<file path="config.mk">
export PLATFORM = sky130hd
export DESIGN_NAME = midi_uart_port_message_assembler
export DESIGN_NICKNAME = d
export VERILOG_FILES = /design/src/hw/rtl/muma_pkg.sv /design/src/hw/rtl/muma_engine.sv /design/src/hw/rtl/midi_uart_port_message_assembler.sv
export VERILOG_INCLUDE_DIRS = /design/src /design/src/hw/rtl
export SDC_FILE = /design/constraint.sdc
export NUM_CORES = 1
export LEC_CHECK = 0
export BUFFER_PORTS_ARGS = -buffer_cell sky130_fd_sc_hd__buf_4
export CORE_MARGIN = 5
export CORE_UTILIZATION = 45
export CTS_BUF_LIST = sky130_fd_sc_hd__clkbuf_4
export DETAILED_ROUTE_END_ITERATION = 7
export PLACE_DENSITY = 0.77
export SYNTH_ARGS = -nofsm -noshare
export SYNTH_HDL_FRONTEND = slang
export SYNTH_SLANG_ARGS = --single-unit
</file>
<file path="constraint.sdc">
create_clock -name clk -period 3.01 [get_ports clk]
set_input_delay 0.602 -clock clk [delete_from_list [all_inputs] [get_ports clk]]
set_output_delay 0.602 -clock clk [all_outputs]
set_load 0.02 [all_outputs]
</file>
<file path="src/hw/rtl/midi_uart_port_message_assembler_defines.svh">
// ----------------------------------------------------------------------------
// MIDI UART port message assembler: assertion macros
// Shared concurrent assertion forms, clocked on clk and disabled in reset.
// ----------------------------------------------------------------------------
`ifndef MIDI_UART_PORT_MESSAGE_ASSEMBLER_DEFINES_SVH
`define MIDI_UART_PORT_MESSAGE_ASSEMBLER_DEFINES_SVH

// The consequent must hold in the same cycle as the antecedent.
`define MUMA_ASSERT_IMP(lbl, ante, cons, msg) \
  lbl: assert property (@(posedge clk) disable iff (!rst_n) (ante) |-> (cons)) \
    else $error(msg);

// The consequent must hold in the cycle after the antecedent.
`define MUMA_ASSERT_NXT(lbl, ante, cons, msg) \
  lbl: assert property (@(posedge clk) disable iff (!rst_n) (ante) |=> (cons)) \
    else $error(msg);

`endif

</file>
<file path="src/hw/rtl/muma_pkg.sv">
// ----------------------------------------------------------------------------
// MIDI UART port message assembler: package
// Bus access codes, MIDI byte constants and the item and result types.
// ----------------------------------------------------------------------------
package muma_pkg;

  // Bus access carried by one input item.
  typedef enum logic [1:0] {
    ACT_RD_DATA = 2'd0,
    ACT_WR_DATA = 2'd1,
    ACT_RD_STAT = 2'd2,
    ACT_WR_CMD  = 2'd3
  } action_t;

  localparam logic [7:0] MIDI_PROG_MIN    = 8'hC0;
  localparam logic [7:0] MIDI_PITCH_MIN   = 8'hE0;
  localparam logic [7:0] MIDI_SYSEX_START = 8'hF0;
  localparam logic [7:0] MIDI_SYSEX_END   = 8'hF7;
  localparam logic [7:0] CMD_RESET        = 8'hFF;
  localparam logic [7:0] CMD_ACK          = 8'hFE;

  // Only status bits 7 and 6 ever change; the low six bits read as zero.
  localparam logic [1:0] STAT_RESET = 2'b10;
  localparam logic [1:0] STAT_CMD   = 2'b01;

  typedef struct packed {
    action_t    action;
    logic [7:0] value;
  } item_t;

  typedef struct packed {
    logic [7:0]  read_byte;
    logic        message_valid;
    logic [23:0] midi_message;
    logic        reset_pulse;
    logic        byte_rejected;
  } result_t;

endpackage

</file>
<file path="src/hw/rtl/muma_engine.sv">
// ----------------------------------------------------------------------------
// MIDI UART port message assembler: port engine
// Holds the port and assembly state and works out one access's result.
// ----------------------------------------------------------------------------
module muma_engine (
  input  logic             clk,
  input  logic             rst_n,
  input  logic             step,
  input  muma_pkg::item_t  item,
  output muma_pkg::result_t res
);
  import muma_pkg::*;

  logic [7:0]  latch_r,  latch_nxt;
  logic [1:0]  stat_r,   stat_nxt;
  logic        sysex_r,  sysex_nxt;
  logic [1:0]  need_r,   need_nxt;
  logic [23:0] buf_r,    buf_nxt;
  logic [1:0]  pos_r,    pos_nxt;

  logic        mismatch;
  logic [1:0]  slot;

  // A data byte is out of order when its kind disagrees with what is expected.
  assign mismatch = (need_r == 2'd0) != item.value[7];
  assign slot     = (pos_r > 2'd2) ? 2'd2 : pos_r;

  always_comb begin
    latch_nxt = latch_r;
    stat_nxt  = stat_r;
    sysex_nxt = sysex_r;
    need_nxt  = need_r;
    buf_nxt   = buf_r;
    pos_nxt   = pos_r;
    res       = '0;
    unique case (item.action)
      ACT_RD_DATA: begin
        res.read_byte = latch_r;
        latch_nxt     = 8'h00;
        stat_nxt      = STAT_RESET;
      end
      ACT_RD_STAT: begin
        res.read_byte = {stat_r, 6'b000000};
      end
      ACT_WR_CMD: begin
        if (item.value == CMD_RESET) begin
          res.reset_pulse = 1'b1;
          latch_nxt       = CMD_ACK;
          stat_nxt        = STAT_CMD;
        end
      end
      ACT_WR_DATA: begin
        if (mismatch && (!sysex_r || item.value == MIDI_SYSEX_END)) begin
          res.byte_rejected = 1'b1;
        end else begin
          stat_nxt[0] = 1'b0;
          priority if (!item.value[7]) begin
            // Data bytes inside system exclusive are dropped.
            if (!sysex_r) begin
              unique case (slot)
                2'd0:    buf_nxt[7:0]   = item.value;
                2'd1:    buf_nxt[15:8]  = item.value;
                default: buf_nxt[23:16] = item.value;
              endcase
              pos_nxt  = (slot == 2'd2) ? 2'd2 : slot + 2'd1;
              need_nxt = need_r - 2'd1;
              if (need_nxt == 2'd0) begin
                res.message_valid = 1'b1;
                res.midi_message  = buf_nxt;
              end
            end
          end else if (item.value < MIDI_PROG_MIN) begin
            buf_nxt  = {16'h0000, item.value};
            pos_nxt  = 2'd1;
            need_nxt = 2'd2;
          end else if (item.value < MIDI_PITCH_MIN) begin
            buf_nxt  = {16'h0000, item.value};
            pos_nxt  = 2'd1;
            need_nxt = 2'd1;
          end else if (item.value < MIDI_SYSEX_START) begin
            buf_nxt  = {16'h0000, item.value};
            pos_nxt  = 2'd1;
            need_nxt = 2'd2;
          end else if (item.value == MIDI_SYSEX_START) begin
            sysex_nxt = 1'b1;
          end else if (item.value == MIDI_SYSEX_END) begin
            sysex_nxt = 1'b0;
          end else begin
            // Other system bytes are accepted with no further effect.
            sysex_nxt = sysex_r;
          end
        end
      end
    endcase
  end

  always_ff @(posedge clk) begin
    if (!rst_n) begin
      latch_r <= 8'h00;
      stat_r  <= STAT_RESET;
      sysex_r <= 1'b0;
      need_r  <= 2'd0;
      buf_r   <= 24'h000000;
      pos_r   <= 2'd0;
    end else if (step) begin
      latch_r <= latch_nxt;
      stat_r  <= stat_nxt;
      sysex_r <= sysex_nxt;
      need_r  <= need_nxt;
      buf_r   <= buf_nxt;
      pos_r   <= pos_nxt;
    end
  end

endmodule

</file>
<file path="src/hw/rtl/midi_uart_port_message_assembler.sv">
// ----------------------------------------------------------------------------
// MIDI UART port message assembler: top level
// Data and status/command byte ports of a MIDI UART-mode interface that
// assemble channel messages from the bytes written to the data port.
// ----------------------------------------------------------------------------
//
// Channel  Ports                                     Direction
// -------  ----------------------------------------  ---------
// in       in_valid, in_ready, in_action, in_value    sink
// out      out_valid, out_ready, out_read_byte,       source
//          out_message_valid, out_midi_message,
//          out_reset_pulse, out_byte_rejected
//
// Every accepted access gives exactly one result, passing first through the
// input register and then through the result register.
// One access per cycle is sustained while out_ready stays high; the port
// engine's state update between the two registers keeps that pace.
// Reset (synchronous, active low) empties both registers and returns the
// port state to its power-on values, with status reading 0x80.
// When out_ready is held low the result register and the input register
// fill in turn, and then in_ready drops until a result transfer is taken.
// ----------------------------------------------------------------------------
`include "midi_uart_port_message_assembler_defines.svh"

module midi_uart_port_message_assembler (
  input  logic        clk,
  input  logic        rst_n,
  input  logic        in_valid,
  output logic        in_ready,
  input  logic [1:0]  in_action,
  input  logic [7:0]  in_value,
  output logic        out_valid,
  input  logic        out_ready,
  output logic [7:0]  out_read_byte,
  output logic        out_message_valid,
  output logic [23:0] out_midi_message,
  output logic        out_reset_pulse,
  output logic        out_byte_rejected
);
  import muma_pkg::*;

  // Input register: holds the accepted access until the engine consumes it.
  logic    s1_valid_r;
  item_t   s1_item_r;
  // Result register: holds the finished result until the sink takes it.
  logic    out_valid_r;
  result_t out_res_r;

  logic    s1_adv;
  result_t eng_res;
  logic [2:0] out_flags;

  // The access in the input register moves on, and changes the port state,
  // whenever the result register is empty or is being emptied this cycle.
  assign s1_adv   = s1_valid_r && (!out_valid_r || out_ready);
  assign in_ready = !s1_valid_r || s1_adv;

  muma_engine u_engine (
    .clk   (clk),
    .rst_n (rst_n),
    .step  (s1_adv),
    .item  (s1_item_r),
    .res   (eng_res)
  );

  always_ff @(posedge clk) begin
    if (!rst_n) begin
      s1_valid_r  <= 1'b0;
      out_valid_r <= 1'b0;
    end else begin
      if (in_ready) begin
        s1_valid_r <= in_valid;
      end
      if (s1_adv) begin
        out_valid_r <= 1'b1;
      end else if (out_ready) begin
        out_valid_r <= 1'b0;
      end
    end
  end

  // Payload registers carry no reset; the valid flags above qualify them.
  always_ff @(posedge clk) begin
    if (in_valid && in_ready) begin
      s1_item_r <= '{action: action_t'(in_action), value: in_value};
    end
    if (s1_adv) begin
      out_res_r <= eng_res;
    end
  end

  assign out_valid         = out_valid_r;
  assign out_read_byte     = out_res_r.read_byte;
  assign out_message_valid = out_res_r.message_valid;
  assign out_midi_message  = out_res_r.midi_message;
  assign out_reset_pulse   = out_res_r.reset_pulse;
  assign out_byte_rejected = out_res_r.byte_rejected;

  assign out_flags = {out_message_valid, out_reset_pulse, out_byte_rejected};

  // A message, a reset request and a rejection come from different accesses.
  `MUMA_ASSERT_IMP(a_one_event, out_valid_r, $countones(out_flags) <= 1, "several events in one result")
  // A finished message always carries a status byte in its low byte.
  `MUMA_ASSERT_IMP(a_msg_status, out_valid_r && out_message_valid, out_midi_message[7], "message without status byte")
  // The packed message is zero unless a message is reported.
  `MUMA_ASSERT_IMP(a_msg_zero, out_valid_r && !out_message_valid, out_midi_message == 24'h000000, "stray message bits")
  // A waiting access is never lost while the result side is stalled.
  `MUMA_ASSERT_NXT(a_s1_hold, s1_valid_r && !s1_adv, s1_valid_r, "pending access dropped")

endmodule

</file>
Yosys cells after proc, flatten, opt, wreduce, memory -nomap -nowiden
Cells that the tools add are included.
{"block": "totals", "inputBits": 14, "ff_bits": 86, "wordCells": 99}
{"block": "op_classes", "n_eq_ne": 13, "reduce_logical": 24, "addsub": 2, "n_lt_le_gt_ge": 4, "bitwise": 6, "n_mux": 34}
{"operator": "24-bit two-way mux", "count": 5}
{"operator": "8-bit two-way mux", "count": 4}
{"operator": "8-bit case mux with 2 select lines", "count": 2}
{"operator": "2-bit two-way mux", "count": 13}
{"operator": "25-bit two-way mux", "count": 1}
{"operator": "8-bit == test (second input constant)", "count": 3}
{"operator": "8-bit less-than comparator (second input constant)", "count": 3}
{"operator": "2-bit zero test", "count": 4}
{"operator": "8-bit AND reduction", "count": 1}
{"operator": "1-bit two-way mux", "count": 7}
{"operator": "2-bit == test (second input constant)", "count": 3}
{"operator": "1-bit inverter", "count": 6}
{"operator": "2-bit nonzero test", "count": 3}
{"operator": "5-bit AND reduction", "count": 1}
{"operator": "5-bit OR reduction", "count": 1}
{"operator": "2-bit by 1-bit == test with 1-bit output (second input constant)", "count": 2}
{"operator": "2-bit != test (second input constant)", "count": 2}
{"operator": "4-bit by 1-bit != test with 1-bit output (second input constant)", "count": 1}
{"operator": "4-bit AND reduction", "count": 1}
{"operator": "4-bit OR reduction", "count": 1}
{"operator": "1-bit logical AND", "count": 3}
{"operator": "1-bit zero test", "count": 3}
{"operator": "1-bit logical OR", "count": 3}
{"operator": "1-bit case mux with 3 select lines", "count": 1}
{"operator": "other kinds (9)", "count": 9}

Longest topological paths before layout
Gate-level depths: netlist (run 1).
{"block": "logic_depth", "word_depth": 7, "ltp_mapped": 7, "ltp_nobuf": 6}

By module
From an unflattened synthesis (run 1), not the netlist that was laid out.
{"block": "unflattened", "cells_unflattened": 315, "hier_area_um2": 3464.6}
{"mod": "muma_engine", "area_each_um2": 2009.4, "instances": 1, "cells_per_inst": 261, "seq_area_each_um2": 640.6}
{"mod": "midi_uart_port_message_assembler", "area_each_um2": 1455.1, "instances": 1, "cells_per_inst": 54, "seq_area_each_um2": 1391.3}

Worst setup path after synthesis (run 1)
Ideal clock, no wire load.
{"block": "synth_timing", "path_kind": "input-to-reg", "startpoint": "input out_ready", "endpoint": "register out_res_r, in the netlist out_byte_rejected (enable)", "slack_ns": 1.218, "required_time_ns": 2.625, "arrival_time_ns": 1.407, "path_buffers": 0, "stages": 3, "path_cell_list": "nand2b_1 > nand2_1 > inv_1"}
{"block": "synth_between", "elab_chain_len": 2}
{"element": "start, declared", "line_no": "midi_uart_port_message_assembler.sv:33", "source": "input logic out_ready,"}
{"element": "1-bit logical OR", "line_no": "midi_uart_port_message_assembler.sv:55", "source": "assign s1_adv = s1_valid_r && (!out_valid_r || out_ready);"}
{"element": "1-bit logical AND", "line_no": "midi_uart_port_message_assembler.sv:55"}
{"element": "via s1_adv", "line_no": "midi_uart_port_message_assembler.sv:49", "source": "logic s1_adv;"}
{"element": "end signal, assigned", "line_no": "midi_uart_port_message_assembler.sv:88", "source": "out_res_r <= eng_res;"}
{"element": "end, declared", "line_no": "midi_uart_port_message_assembler.sv:47", "source": "result_t out_res_r;"}
The timed path passes the listed nets, and every way through them passes these cells.
A chain may end at the register's enable or synchronous reset.

Worst setup path after layout (run 1)
{"block": "layout_timing", "startpoint": "register out_valid_r, in the netlist out_valid", "endpoint": "output in_ready"}
{"block": "layout_between", "elab_chain_len": 4}
{"element": "start, declared", "line_no": "midi_uart_port_message_assembler.sv:46", "source": "logic out_valid_r;"}
{"element": "start signal, assigned", "line_no": "midi_uart_port_message_assembler.sv:69", "source": "out_valid_r <= 1'b0;"}
{"element": "start signal, assigned", "line_no": "midi_uart_port_message_assembler.sv:75", "source": "out_valid_r <= 1'b1;"}
{"element": "start signal, assigned", "line_no": "midi_uart_port_message_assembler.sv:77", "source": "out_valid_r <= 1'b0;"}
{"element": "1-bit zero test", "line_no": "midi_uart_port_message_assembler.sv:55"}
{"element": "1-bit logical OR", "line_no": "midi_uart_port_message_assembler.sv:55"}
{"element": "1-bit logical AND", "line_no": "midi_uart_port_message_assembler.sv:55"}
{"element": "1-bit logical OR", "line_no": "midi_uart_port_message_assembler.sv:56", "source": "assign in_ready = !s1_valid_r || s1_adv;"}
{"element": "end, declared", "line_no": "midi_uart_port_message_assembler.sv:29", "source": "output logic in_ready,"}
No other way between the ends.

==> qor.csv, run 1 <==
metric,value,unit
cts_hold_buf,0,
critPathMaxStageDelay,360,ps
cts_tree,yes,
ctsResizeCount,0,
ys_seq_area_share,58.4,%
fp.dieArea,8950,µm²
cts_buffers,9,
rsz0062_at_grt,false,
yosys.area_share.xor_xnor,0.272,%
final.setup.tns,0,ps
io_buffers,49,
grt_start_max_net_pins,31,
path_cells,"nor2b_1, nand2_1, buf_4",
detail-route-antenna-nets,0,
pre_cts_ws,1170,ps
row_count,30,
yosys_warnings,0,
grt_pass1_vias,2058,
dp_cells,406,
timing.hold.ws,362,ps
start_util,46.9,%
cts.clk_slew.worst_paths,110,ps
seqPwrFrac,60.3,%
insertion_delay,410,ps
ys_ff_latch,74,
critical_path.startpoint_type,register,
place_area,3550,µm²
synth_compound_area_share,12.5,%
gp_routability_congestion,0.846,
grt_pass1_wl,9990,µm
diodes,0,
grtUsageTotal,14.6,%
wl,6140,µm
fin_area,3680,µm²
yosysTopAreaCellShare,37.3,%
synth_nets,303,
clock_path_buffers,2,
synthMuxAreaShare,4.66,%
syn_inst,287,
synth_top_flop_cell,edfxtp_1,
p_sw,438,µW
setup_ws,1120,ps
end_kind,primary output,
areaGrowthSynthToFinish,14.2,%
synth-adder-area-share,0.776,%
combPwrFrac,7.4,%
synth_top_family_by_area,simple AND/OR/NAND/NOR gates,
p_leak,1.33,nW
syn_avg_cell_area,11.2,µm²
internal-power,1.42,mW
cts-htree-levels,3,
swShare,23.5,%
required,2410,ps
viasPerCell,5.21,
dpl.hpwl,4110,µm
fp.dieH,94.6,µm
slew_headroom,60.3,%
clockRootBuffer,clkbuf_4,
fin_crit_sh,62.8,%
synthArstFlopShare,0,%
stdcell_count,422,
drive_above_1_share,24.8,%
num-fill-cells,606,
path_max_fanout,4,
wl_per_cell,14.5,µm
path_class,reg -> out,
coreArea,6870,µm²
fin_crit,1890,ps
hp-class,in -> reg,
drtIter0Drc,157,
power.density,505,nW/µm²
worstMarginPinSlew,595,ps
post-cts-setup-buffers,0,
status,"finished, final reports clean",
layout.nets,337,
peakVddDrop,250,µV
fmax,0.529,GHz
vias,2198,
maxCapViolations,0,
synth_simple_gate_area_share,16.8,%
p_clk_share,32.3,%
drv_slew,0,
die_w,94.6,µm
cp.arrival,1290,ps
drt_first_pass_iters,4,
synthesis.area,3220,µm²
grt_antenna_before_repair,0,
ys_types,53,
synth_edf_count,40,
synthTopCellsByArea,"edfxtp_1, dfxtp_1, nand2_1",
finalSetupViolCount,0,
io_pins,51,
drt_drc_violations_left,0,
grt_overflow,0,
hold_violations,0,
crit_buf_inv,1,
cp_top_family,flip-flops,
synth_top_cell_by_area,edfxtp_1,
clock_skew,14.5,ps
cp_slowest_cell,dfxtp_1,
clock-sinks,74,
==> cells in the mapped netlist, types with 2 or more instances <==
| cell type | n |
|---|---|
| nand3_1 | 3 |
| buf_4 | 12 |
| clkbuf_2 | 2 |
| dfxtp_1 | 34 |
| edfxtp_1 | 40 |
| clkbuf_1 | 8 |
| ha_1 | 2 |
| o21ai_0 | 2 |
| buf_2 | 3 |
| a21oi_1 | 21 |
| and4_1 | 2 |
| nor3_1 | 2 |
| a22o_1 | 14 |
| nor2_1 | 16 |
| and2_1 | 3 |
| nor4_1 | 3 |
| a311oi_1 | 2 |
| o21ai_1 | 2 |
| nand2b_1 | 5 |
| nand2_1 | 51 |
| buf_6 | 3 |
| and3_1 | 2 |
| nor2b_1 | 2 |
| nand4_1 | 2 |
| a41o_1 | 2 |
| inv_1 | 7 |
| mux2i_1 | 15 |
| or2_2 | 2 |
==> power groups by stage <==
stage	Combinational, mW	Clock, mW	Sequential, mW
floorplan	0.0893	0	1.14
global placement	0.136	0	1.14
detailed placement	0.138	0	1.14
CTS	0.139	0.607	1.12
global route	0.147	0.652	1.13
finish	0.137	0.601	1.12
==> metal layers <==
layer,global-route usage [%],vias to the layer above,wire (µm)
met5,0,-,0
met4,7.21,0,147
met3,4.78,12,392
met2,21.2,68,2850
met1,19.5,1038,2750
li1,-,1080,-
==> layout by cell type, fill, tap and decap left out, types with 2 or more instances in the layout <==
master    instances
nor3_1            2
a311oi_1          2
nor2b_1           2
nor2_1           16
ha_1              2
mux2i_1          15
clkbuf_4         12
a21oi_1          21
nand3_1           3
o21ai_0           2
and3_1            2
dfxtp_1          34
clkinv_1          3
a41o_1            2
or2_2             2
nand2_1          51
a22o_1           14
and2_1            3
o21ai_1           2
nor4_1            3
nand4_1           2
buf_4            51
nand2b_1          5
inv_1             7
edfxtp_1         40
and4_1            2
==> final timing paths <==
| check | start | endpoint | slack (ps) | depth (start not counted) |
|---|---|---|---|---|
| setup / recovery | out_valid | in_ready | 1120 | 3 |
| setup reg to reg | u_engine.need_r[0] | u_engine.need_r[0] | 1230 | 6 |
| hold / removal | in_value[5] | s1_item_r[5] | 360 | 1 |
| hold reg to reg | u_engine.buf_r[23] | u_engine.buf_r[23] | 450 | 2 |
==> worst register-to-register path: cells and delay by family, from the launching register on <==
kind,cells,cell delay (ps)
AOI/OAI and AO/OA,3,730
adders and majority gates,1,290
and+or+nand+nor,1,250
DFF,1,350
buffers and inverters,1,70
==> layout make-up <==
class,count,area [µm²],area share [%]
well taps,96,120,3.26
clock inverters,4,45.0,1.22
multi-input cells,177,1130,30.8
inverters,8,30.0,0.815
flip-flops and latches,74,1880,51.1
repair buffers,51,383,10.4
clock buffers,12,90.1,2.45
==> registers in the layout (all words and copies together), names as in the netlist <==
name / count
out_midi_message: 24
out_read_byte: 3
u_engine.need_r: 2
u_engine.stat_r: 2
out_reset_pulse: 1
out_valid: 1
u_engine.pos_r: 2
u_engine.sysex_r: 1
u_engine.latch_r: 1
s1_valid_r: 1
out_byte_rejected: 1
u_engine.buf_r: 24
out_message_valid: 1
s1_item_r: 10
==> stage by stage <==
| step | util, % | total power, mW |
|---|---|---|
| 2_1_floorplan | - | 1.23 |
| 5_1_grt | 53.6 | 1.93 |
| 6_report | 53.6 | 1.86 |
| 4_1_cts | 53.6 | 1.87 |
| 3_5_place_dp | 51.6 | 1.28 |
| 3_3_place_gp | 51.6 | 1.28 |
==> kinds of logic (layout without fill, tap and decap cells) <==
group	after synthesis	count (layout)
simple gates	105	105
flops	74	74
compound gates	53	53
buf+inv	36	75
mux	15	15
fa+ha+maj	2	2
other cells	1	1
xor+xnor	1	1
No activity file was read; power rests on OpenSTA's default activity.
==> run 2, diff against run 1 <==
PLACE_DENSITY = 0.79   (was 0.77)
clock period = 1.7 ns   (was 3.01 ns; I/O delays follow)
==> run 2 against run 1 <==
Compared with the run above: die area did not move; combinational power rose by 130%; non-clock buffer count rose by 25; critical path depth rose by 3; wire length rose by 6.8%; via count rose by 5.2%; clock skew fell by 2.5 ps; clock power rose by 61%; sequential cell count did not move; sequential share of layout area fell by 2.7 points; global-route usage rose by 0.98 points; critical path type is now reg -> reg.
==> qor.csv, run 2 (synthesis results as in run 1) <==
metric,value,unit,change
status,"finished, final reports clean",,
cp_top_family,compound AO/OA/AOI/OAI gates,,
grt_start_max_net_pins,26,,-16%
required,2000,ps,-410 ps
hold_violations,0,,unchanged
fin_crit,1640,ps,
vias,2312,,+5.2%
final.setup.tns,0,ps,unchanged
clock-sinks,74,,unchanged
crit_buf_inv,1,,unchanged
row_count,30,,unchanged
io_buffers,49,,unchanged
combPwrFrac,9.7,%,+2.3 points
cts_tree,yes,,
cts_hold_buf,0,,unchanged
grt_antenna_before_repair,0,,unchanged
internal-power,2.48,mW,+74%
critical_path.startpoint_type,register,,
p_sw,760,µW,+74%
hp-class,in -> reg,,
path_class,reg -> reg,,
path_max_fanout,8,,+4
slew_headroom,65.3,%,+5.1 points
diodes,0,,unchanged
critPathMaxStageDelay,370,ps,about the same
cp_slowest_cell,or3_4,,
layout.nets,362,,+7.4%
peakVddDrop,315,µV,+26%
io_pins,51,,unchanged
p_leak,1.46,nW,+9.7%
fin_crit_sh,96.3,%,
cp.arrival,1940,ps,+650 ps
drv_slew,0,,unchanged
areaGrowthSynthToFinish,20.8,%,
final_core_util,56.7,%,+3.1 points
p_total,3.24,mW,+74%
cts_buffers,9,,unchanged
worstMarginPinSlew,518,ps,-77.0 ps
pre_cts_ws,-32.6,ps,-1210 ps
swShare,23.4,%,-0.093 points
die_w,94.6,µm,unchanged
cts-htree-levels,3,,unchanged
fp.dieH,94.6,µm,unchanged
dpl.hpwl,4670,µm,+14%
wl_per_cell,14.7,µm,+0.82%
finalSetupViolCount,0,,unchanged
clockRootBuffer,clkbuf_4,,
start_util,46.9,%,unchanged
wl,6550,µm,+6.8%
drt_drc_violations_left,0,,unchanged
path_cells,"inv_1, ha_4, or3_4, o22ai_2, a21oi_4, a22o_1",,
fp.dieArea,8950,µm²,unchanged
drtIter0Drc,160,,+1.9%
p_clk_share,29.8,%,-2.5 points
grt_pass1_vias,2234,,+8.6%
cts.clk_slew.worst_paths,100,ps,about the same
power.density,832,nW/µm²,+65%
grtUsageTotal,15.6,%,+0.98 points
final_common_cell,buf_4,,
coreArea,6870,µm²,unchanged
maxCapViolations,0,,unchanged
num-fill-cells,614,,+1.3%
clock_path_buffers,2,,unchanged
final_cell_mix,"buf_4, nand2_1, edfxtp_1, dfxtp_1, a21oi_1",,
viasPerCell,5.17,,-0.70%
insertion_delay,410,ps,about the same
grt_pass1_wl,10800,µm,+7.9%
seqPwrFrac,60.5,%,+0.2 points
gp_routability_congestion,0.870,,+2.8%
drt_first_pass_iters,4,,unchanged
end_kind,register,,
grt_overflow,0,,unchanged
drive_above_1_share,33.6,%,+8.8 points
clock_skew,12.1,ps,-2.46 ps
detail-route-antenna-nets,0,,unchanged
fmax,0.611,GHz,
setup_ws,63.0,ps,-1060 ps
==> run 2: changes by cell type in the layout (fill, tap and decap cells not counted), moves of 2 or more <==
cell	before	now
dfxtp_2	0	2
clkinv_1	3	1
clkbuf_4	12	16
dfxtp_1	34	32
buf_4	51	76
==> run 2: through the flow <==
stage / instance area [µm²] / instances / hold WS [ps]
after detailed placement: 3710 / 428 / 434
after global routing: 3890 / 447 / 93.5
after floorplan: 3220 / 287 / 407
after global placement: 3710 / 428 / 432
after CTS: 3840 / 444 / 100
final: 3890 / 447 / 110
==> run 2: worst paths after layout <==
| kind | startpoint | endpoint | slack [ps] | cells after the start |
|---|---|---|---|---|
| worst min register to register | u_engine.buf_r[23] | u_engine.buf_r[23] | 450 | 2 |
| worst min-delay path | in_value[0] | s1_item_r[0] | 110 | 1 |
| worst max register to register | u_engine.need_r[1] | u_engine.buf_r[8] | 60 | 6 |
| worst max-delay path | u_engine.need_r[1] | u_engine.buf_r[8] | 60 | 6 |
==> run 2: worst reg2reg max path, delay by kind of cell (launching register included) <==
| kind | cells | cell delay, ps |
|---|---|---|
| compound gates | 3 | 590 |
| simple gates | 1 | 370 |
| flops | 1 | 340 |
| fa+ha+maj | 1 | 180 |
| buf+inv | 1 | 70 |
==> run 2: repair_timing <==
item,in CTS,in global routing
setup endpoints to repair,12,49
pin swaps,0,0
cloned,0,0
gates resized for setup,2,9
setup buffers,0,3
==> run 2: power groups by stage <==
stage               clock, mW  combinational, mW  sequential (mW)
finish                  0.965              0.315             1.96
global route             1.05              0.336             1.97
CTS                     0.972              0.305             1.96
detailed placement          0              0.303             2.00
global placement            0              0.298             2.00
floorplan                   0              0.158             2.03
==> run 2: per-layer routing <==
metal	share of wire [%]	vias to the layer above	routed length [µm]	track usage, %
met5	0	-	0	0
met4	2.7	0	175	8.29
met3	6.6	17	432	3.19
met2	47	86	3070	24.9
met1	44	1080	2870	19.8
li1	-	1129	-	-
==> run 2: layout make-up <==
cell class                 instances  area, µm²  area share [%]
clock buffer                      16        120            3.08
inverter                           8       30.0           0.771
multi-input combinational        177       1170            30.0
sequential                        74       1880            48.4
tap                               96        120            3.08
timing repair buffer              76        571            14.6
